===== config.mk =====
export PLATFORM = sky130hd
export DESIGN_NAME = mctpt_channel
export DESIGN_NICKNAME = d
export VERILOG_FILES = /design/src/rtl/mctpt_pkg.sv /design/src/rtl/mctpt_channel.sv
export SDC_FILE = /design/constraint.sdc
export NUM_CORES = 1
export LEC_CHECK = 0
export BUFFER_PORTS_ARGS = -buffer_cell sky130_fd_sc_hd__buf_2
export CAP_MARGIN = 5
export CORE_MARGIN = 2
export CORE_UTILIZATION = 55
export CTS_BUF_LIST = sky130_fd_sc_hd__clkbuf_16
export CTS_CLUSTER_DIAMETER = 80
export DETAILED_ROUTE_END_ITERATION = 16
export GPL_TIMING_DRIVEN = 0
export PLACE_DENSITY_LB_ADDON = 0.05
export SYNTH_ARGS = -nofsm -noshare
export SYNTH_HDL_FRONTEND = slang
export SYNTH_SLANG_ARGS = --single-unit
export TNS_END_PERCENT = 10

===== constraint.sdc =====
create_clock -name aclk -period 16.91 [get_ports aclk]
set_clock_uncertainty 0.1 [all_clocks]
set_input_delay 3.382 -clock aclk [delete_from_list [all_inputs] [get_ports aclk]]
set_output_delay 3.382 -clock aclk [all_outputs]
set_load 0.02 [all_outputs]

===== src/rtl/mctpt_pkg.sv =====
// Package with the shared types, constants and register indexes of the turbo pulse timer.
`timescale 1ns / 1ps

package mctpt_pkg;

    localparam int CHANNELS   = 16;
    localparam int MAX_CHAN   = 16;
    localparam int TIME_W     = 32;
    localparam int DUR_W      = 16;
    localparam int CFG_IDX_W  = 2;
    localparam int IN_DATA_W  = TIME_W + 2 * MAX_CHAN;
    localparam int OUT_BITS   = 2 + MAX_CHAN;
    localparam int OUT_DATA_W = ((OUT_BITS + 7) / 8) * 8;

    localparam logic [TIME_W-1:0] GRACE_MS = TIME_W'(150);

    // Configuration register indexes.
    localparam logic [CFG_IDX_W-1:0] REG_START_DELAY = 2'd0;
    localparam logic [CFG_IDX_W-1:0] REG_PULSE_ON    = 2'd1;
    localparam logic [CFG_IDX_W-1:0] REG_PULSE_OFF   = 2'd2;
    localparam logic [CFG_IDX_W-1:0] REG_LOOP_MASK   = 2'd3;

    typedef enum logic [3:0] {
        PH_IDLE  = 4'b0001,
        PH_DELAY = 4'b0010,
        PH_ON    = 4'b0100,
        PH_OFF   = 4'b1000
    } phase_t;

    typedef struct packed {
        logic [DUR_W-1:0] start_delay_ms;
        logic [DUR_W-1:0] pulse_on_ms;
        logic [DUR_W-1:0] pulse_off_ms;
    } timing_cfg_t;

    typedef struct packed {
        logic held;
        logic active;
        logic pulse;
    } chan_status_t;

endpackage


===== src/rtl/mctpt_channel.sv =====
// One timer channel: release grace, phase sequencer and its state registers.
`timescale 1ns / 1ps

module mctpt_channel (
    input  logic                                aclk,
    input  logic                                aresetn,
    input  logic                                update,
    input  logic                                enabled,
    input  mctpt_pkg::timing_cfg_t              cfg,
    input  logic [mctpt_pkg::TIME_W-1:0]        now_ms,
    input  logic                                key_down,
    input  logic                                key_hit,
    output mctpt_pkg::chan_status_t             status
);

    mctpt_pkg::phase_t               phase_reg, phase_next;
    logic [mctpt_pkg::TIME_W-1:0]    phase_start_reg, phase_start_next;
    logic [mctpt_pkg::TIME_W-1:0]    release_stamp_reg, release_stamp_next;
    logic                            release_seen_reg, release_seen_next;
    logic                            was_down_reg;

    logic                            released;
    logic                            in_grace;
    logic                            held_now;
    logic [mctpt_pkg::TIME_W-1:0]    elapsed;
    logic [mctpt_pkg::TIME_W-1:0]    since_release;

    always_comb begin
        released           = !key_down && was_down_reg;
        release_seen_next  = release_seen_reg || released;
        release_stamp_next = released ? now_ms : release_stamp_reg;
        since_release      = now_ms - release_stamp_next;
        in_grace           = !key_down && release_seen_next && (since_release < mctpt_pkg::GRACE_MS);
        held_now           = key_down || key_hit || in_grace;
        elapsed            = now_ms - phase_start_reg;

        phase_next       = phase_reg;
        phase_start_next = phase_start_reg;
        if (!held_now) begin
            phase_next = mctpt_pkg::PH_IDLE;
        end else begin
            unique case (phase_reg)
                mctpt_pkg::PH_IDLE: begin
                    phase_next       = (cfg.start_delay_ms != '0) ? mctpt_pkg::PH_DELAY
                                                                  : mctpt_pkg::PH_ON;
                    phase_start_next = now_ms;
                end
                mctpt_pkg::PH_DELAY: begin
                    if (elapsed >= {{(mctpt_pkg::TIME_W-mctpt_pkg::DUR_W){1'b0}},
                                    cfg.start_delay_ms}) begin
                        phase_next       = mctpt_pkg::PH_ON;
                        phase_start_next = now_ms;
                    end
                end
                mctpt_pkg::PH_ON: begin
                    if (elapsed >= {{(mctpt_pkg::TIME_W-mctpt_pkg::DUR_W){1'b0}},
                                    cfg.pulse_on_ms}) begin
                        phase_next       = mctpt_pkg::PH_OFF;
                        phase_start_next = now_ms;
                    end
                end
                mctpt_pkg::PH_OFF: begin
                    if (elapsed >= {{(mctpt_pkg::TIME_W-mctpt_pkg::DUR_W){1'b0}},
                                    cfg.pulse_off_ms}) begin
                        phase_next       = mctpt_pkg::PH_ON;
                        phase_start_next = now_ms;
                    end
                end
                default: begin
                    phase_next = mctpt_pkg::PH_IDLE;
                end
            endcase
        end

        // A disabled channel adds nothing to the result.
        status.held   = enabled && held_now;
        status.active = enabled && (phase_next != mctpt_pkg::PH_IDLE);
        status.pulse  = enabled && (phase_next == mctpt_pkg::PH_ON);
    end

    always_ff @(posedge aclk) begin
        if (!aresetn) begin
            phase_reg         <= mctpt_pkg::PH_IDLE;
            phase_start_reg   <= '0;
            release_stamp_reg <= '0;
            release_seen_reg  <= 1'b0;
            was_down_reg      <= 1'b0;
        end else if (update && enabled) begin
            phase_reg         <= phase_next;
            phase_start_reg   <= phase_start_next;
            release_stamp_reg <= release_stamp_next;
            release_seen_reg  <= release_seen_next;
            was_down_reg      <= key_down;
        end
    end

endmodule


# After elaboration in Yosys (flattened, before gate mapping)
# Index checks and enable logic that the tools add are counted.
word_totals:
  rom_bits: 0
  regBits: 70
  latchBits: 0
  input_bits: 86
  ramBits: 0
  memories: 0
  out_inout_bits: 3
classes:
  reduce_logical: 14
  bitwise_logic: 0
  order_cmp: 4
  n_mux: 11
  div_mod_pow: 0
  multipliers: 0
  n_shift: 0
  n_eq_ne: 9
  addsub: 2
op_table:
  columns: ["operator", "count"]
  rows:
  - ["$mux W32", 4]
  - ["$pmux W32 S4", 1]
  - ["$ge A32 B16 Y1", 3]
  - ["$sub A32 B32 Y32", 2]
  - ["$lt A32 B8 Y1 const B", 1]
  - ["$mux W4", 4]
  - ["$pmux W4 S4", 1]
  - ["$reduce_bool A16 Y1", 1]
  - ["$eq A4 B3 Y1 const B", 2]
  - ["$logic_and A1 B1 Y1", 7]
  - ["$ne A2 B2 Y1 const B", 3]
  - ["$reduce_and A6 Y1", 1]
  - ["$eq A4 B1 Y1 const B", 1]
  - ["$eq A4 B2 Y1 const B", 1]
  - ["$eq A4 B4 Y1 const B", 1]
  - ["$ne A4 B1 Y1 const B", 1]
  - ["$reduce_bool A4 Y1", 1]
  - ["$logic_or A1 B1 Y1", 3]
  - ["$mux W3", 1]
  - ["$logic_not A1 Y1", 1]

# Longest topological paths before layout
depth:
  depth_word: 10
  mapped_depth: 22

# Least setup slack after synthesis
# No wires, ideal clock.
synth_timing:
  kind: "in2out"
  startpoint: "in key_down"
  endpoint: "out status[0] (netlist bit)"
  t_required_ns: 13.428
  setup_slack_ns: 5.272
  t_arrival_ns: 8.156
  stages: 15
  path_cell_list: "nand2b_2 clkbuf_1 buf_1 mux2i_1 ha_1 a21oi_1 nand2_1 or3_4 a22o_1 and3_1 or3_1 a2111o_1 nor4_1 nor3_1 a2111oi_0"
synth_lines:
  columns: ["element", "line", "text"]
  rows:
  - ["start, declared", "mctpt_channel.sv:11", "input logic key_down,"]
  - ["end, declared", "mctpt_channel.sv:13", "output mctpt_pkg::chan_status_t status"]

==> impl_metrics.env <==
export IMPL_yosysSeqAreaShare_pct=16.8
export IMPL_clkTransAtPathRegs_ns=0.06
export IMPL_synth_ff_type="dfxtp_1"
export IMPL_std_cell_rows=45
export IMPL_fmaxAchievable_ghz=0.0800
export IMPL_routabilityCongestion=0.921
export IMPL_synth_edf_count=0
export IMPL_run_status="complete, no violations"
export IMPL_start_kind="primary input"
export IMPL_cts_tree="built"
export IMPL_detailedPlace_worstSlack_ns=4.46
export IMPL_gr_total_overflow=0
export IMPL_async_flop_share_pct=0
export IMPL_viasPerCell=5.83
export IMPL_required_ns=13.43
export IMPL_core_area_um2=15000
export IMPL_dp_cells=1428
export IMPL_drt_initial_drc_count=575
export IMPL_relSlewSlack_pct=48.1
export IMPL_synthCells=1153
export IMPL_ys_warn_count=0
export IMPL_ys_ff_latch=70
export IMPL_p_leak_nw=4.01
export IMPL_layout_common_cells="nand2_1 (209), a21oi_1 (120), ha_1 (109), inv_1 (96), buf_2 (87)"
export IMPL_hold_path_class="flop to flop"
export IMPL_power_density_nw_per_um2=66.3
export IMPL_worstPathArrival_ns=9.01
export IMPL_mostFrequentLayoutCell="nand2_1"
export IMPL_critPathMaxFanout=10
export IMPL_num_vias=8421
export IMPL_cts_buffers=9
export IMPL_root_buffer="clkbuf_16"
export IMPL_worstMarginPinSlew_ns=0.758
export IMPL_dieArea_um2=16200
export IMPL_start_util_pct=55.5
export IMPL_gr_usage_all_layers_pct=28.0
export IMPL_setup_slack_ns=4.41
export IMPL_dp_hpwl_um=18900
export IMPL_fin_util_pct=62.1
export IMPL_grt_pass1_wl_um=37300
export IMPL_clk_latency_ns=0.33
export IMPL_ant_nets=0
export IMPL_hold_buffers=0
export IMPL_cts_sinks=70
export IMPL_end_kind="output port"
export IMPL_ir_drop_mv=0.0466
export IMPL_min_period_over_period_pct=73.9
export IMPL_cap_violations=0
export IMPL_rsz0062_at_grt="no"
export IMPL_cts_resized=0
export IMPL_die_h_um=127
export IMPL_hold_violations=0
export IMPL_syn_cell_area_um2=8350
export IMPL_syn_nets=1350
export IMPL_drv_slew=0
export IMPL_final_layout_size_suffix_gt1_share_pct=9.79
export IMPL_first_global_vias=7728
export IMPL_htree_levels=3
export IMPL_drtPass1Iterations=5
export IMPL_die_w_um=127
export IMPL_finalSetupViolations=0
export IMPL_synthToLayoutAreaGrowth_pct=11.8
export IMPL_fillers=1443
export IMPL_p_total_uw=618
export IMPL_critPathKind="primary input to output port"
export IMPL_drcViolationCount=0
export IMPL_grt_max_degree=13
export IMPL_cts_setup_buffers=0
export IMPL_io_buffers=87
export IMPL_timing_setup_tns_ns=0
export IMPL_grt_antenna_before_repair=0
export IMPL_ys_types=74
export IMPL_synth_area_per_cell_um2=7.24
export IMPL_finalCriticalPeriod_ns=12.50
export IMPL_insertedDiodeCount=0
export IMPL_routed_wl_um=22800
export IMPL_fin_cells=1444
export IMPL_layout_nets=1448
export IMPL_io_pins=89
export IMPL_cts_path_max_buffers=2
export IMPL_wire_per_inst_um=15.8
==> cells by family after synthesis <==
family,share of synthesized area (%)
muxes,7.93
DFF,16.8
and+or+nand+nor,22.9
adders and majority gates,16.8
buffers and inverters,6.88
xor gates and xnor gates,4.51
AOI/OAI and AO/OA,24.1
==> cell usage after synthesis (18+ instances only) <==
cell	count	share of area (%)
o21ai_0	46	2.8
nand2_1	209	9.4
ha_1	109	16
a21oi_1	120	7.2
inv_1	95	4.3
nor2_1	57	2.6
xnor2_1	18	1.9
nor3_1	19	1.1
o211ai_1	19	1.7
a21o_1	25	2.2
dfxtp_1	70	17
nand4_1	25	1.9
mux2i_1	65	7.8
xor2_1	25	2.6
clkbuf_1	37	1.7
==> stage by stage <==
stage | cell area, um^2 | hold WS (ns)
2_1_floorplan | 8350 | 0.332
3_3_place_gp | 9020 | 0.341
3_5_place_dp | 9020 | 0.346
4_1_cts | 9330 | 0.357
5_1_grt | 9330 | 0.368
6_report | 9330 | 0.353
==> critical path: stages <==
cell and delay (ns):
buf_2 0.14, nand2b_2 0.19, clkbuf_1 0.54, buf_1 0.59
mux2i_1 0.26, ha_1 0.24, clkbuf_1 0.20, a21oi_1 0.29
o21a_1 0.23, inv_1 0.05, o31ai_1 0.28, xnor2_1 0.12
a2111oi_0 0.68, nand4_1 0.39, nor4_1 0.35, nor3_1 0.15
a2111oi_0 0.65, buf_2 0.29
==> area by class of cell <==
cell class | instances | area, um^2 | share of cell area, %
buffer | 42 | 214 | 2.29
clock buffer | 9 | 225 | 2.41
clock inverter | 7 | 90.1 | 0.965
inverter | 96 | 360 | 3.86
multi-input combinational | 945 | 6370 | 68.3
sequential | 70 | 1400 | 15.0
tap | 188 | 235 | 2.52
timing repair buffer | 87 | 435 | 4.66
==> worst paths after layout <==
kind                    startpoint  cells after the start  slack [ns]                    end
max                       key_down                     18        4.41              status[0]
min          release_stamp_reg[25]                      2        0.35  release_stamp_reg[25]
max reg2reg           was_down_reg                     18       11.24    phase_start_reg[15]
min reg2reg  release_stamp_reg[25]                      2        0.35  release_stamp_reg[25]
==> where the power goes <==
part	switching, mW	total, mW	internal (mW)
logic	0.147	0.246	0.0995
registers	0.00284	0.172	0.170
clock network	0.0714	0.200	0.128
total	0.221	0.618	0.397
==> per-layer routing <==
layer	track usage (%)	share of wire, %	wire length, um
met2	47.5	46	10500
met1	38.7	49	11200
met3	2.43	3.4	770
met5	0	0	0
met4	6.79	1.4	324
Note: power is estimated with default switching activity, not from simulation.
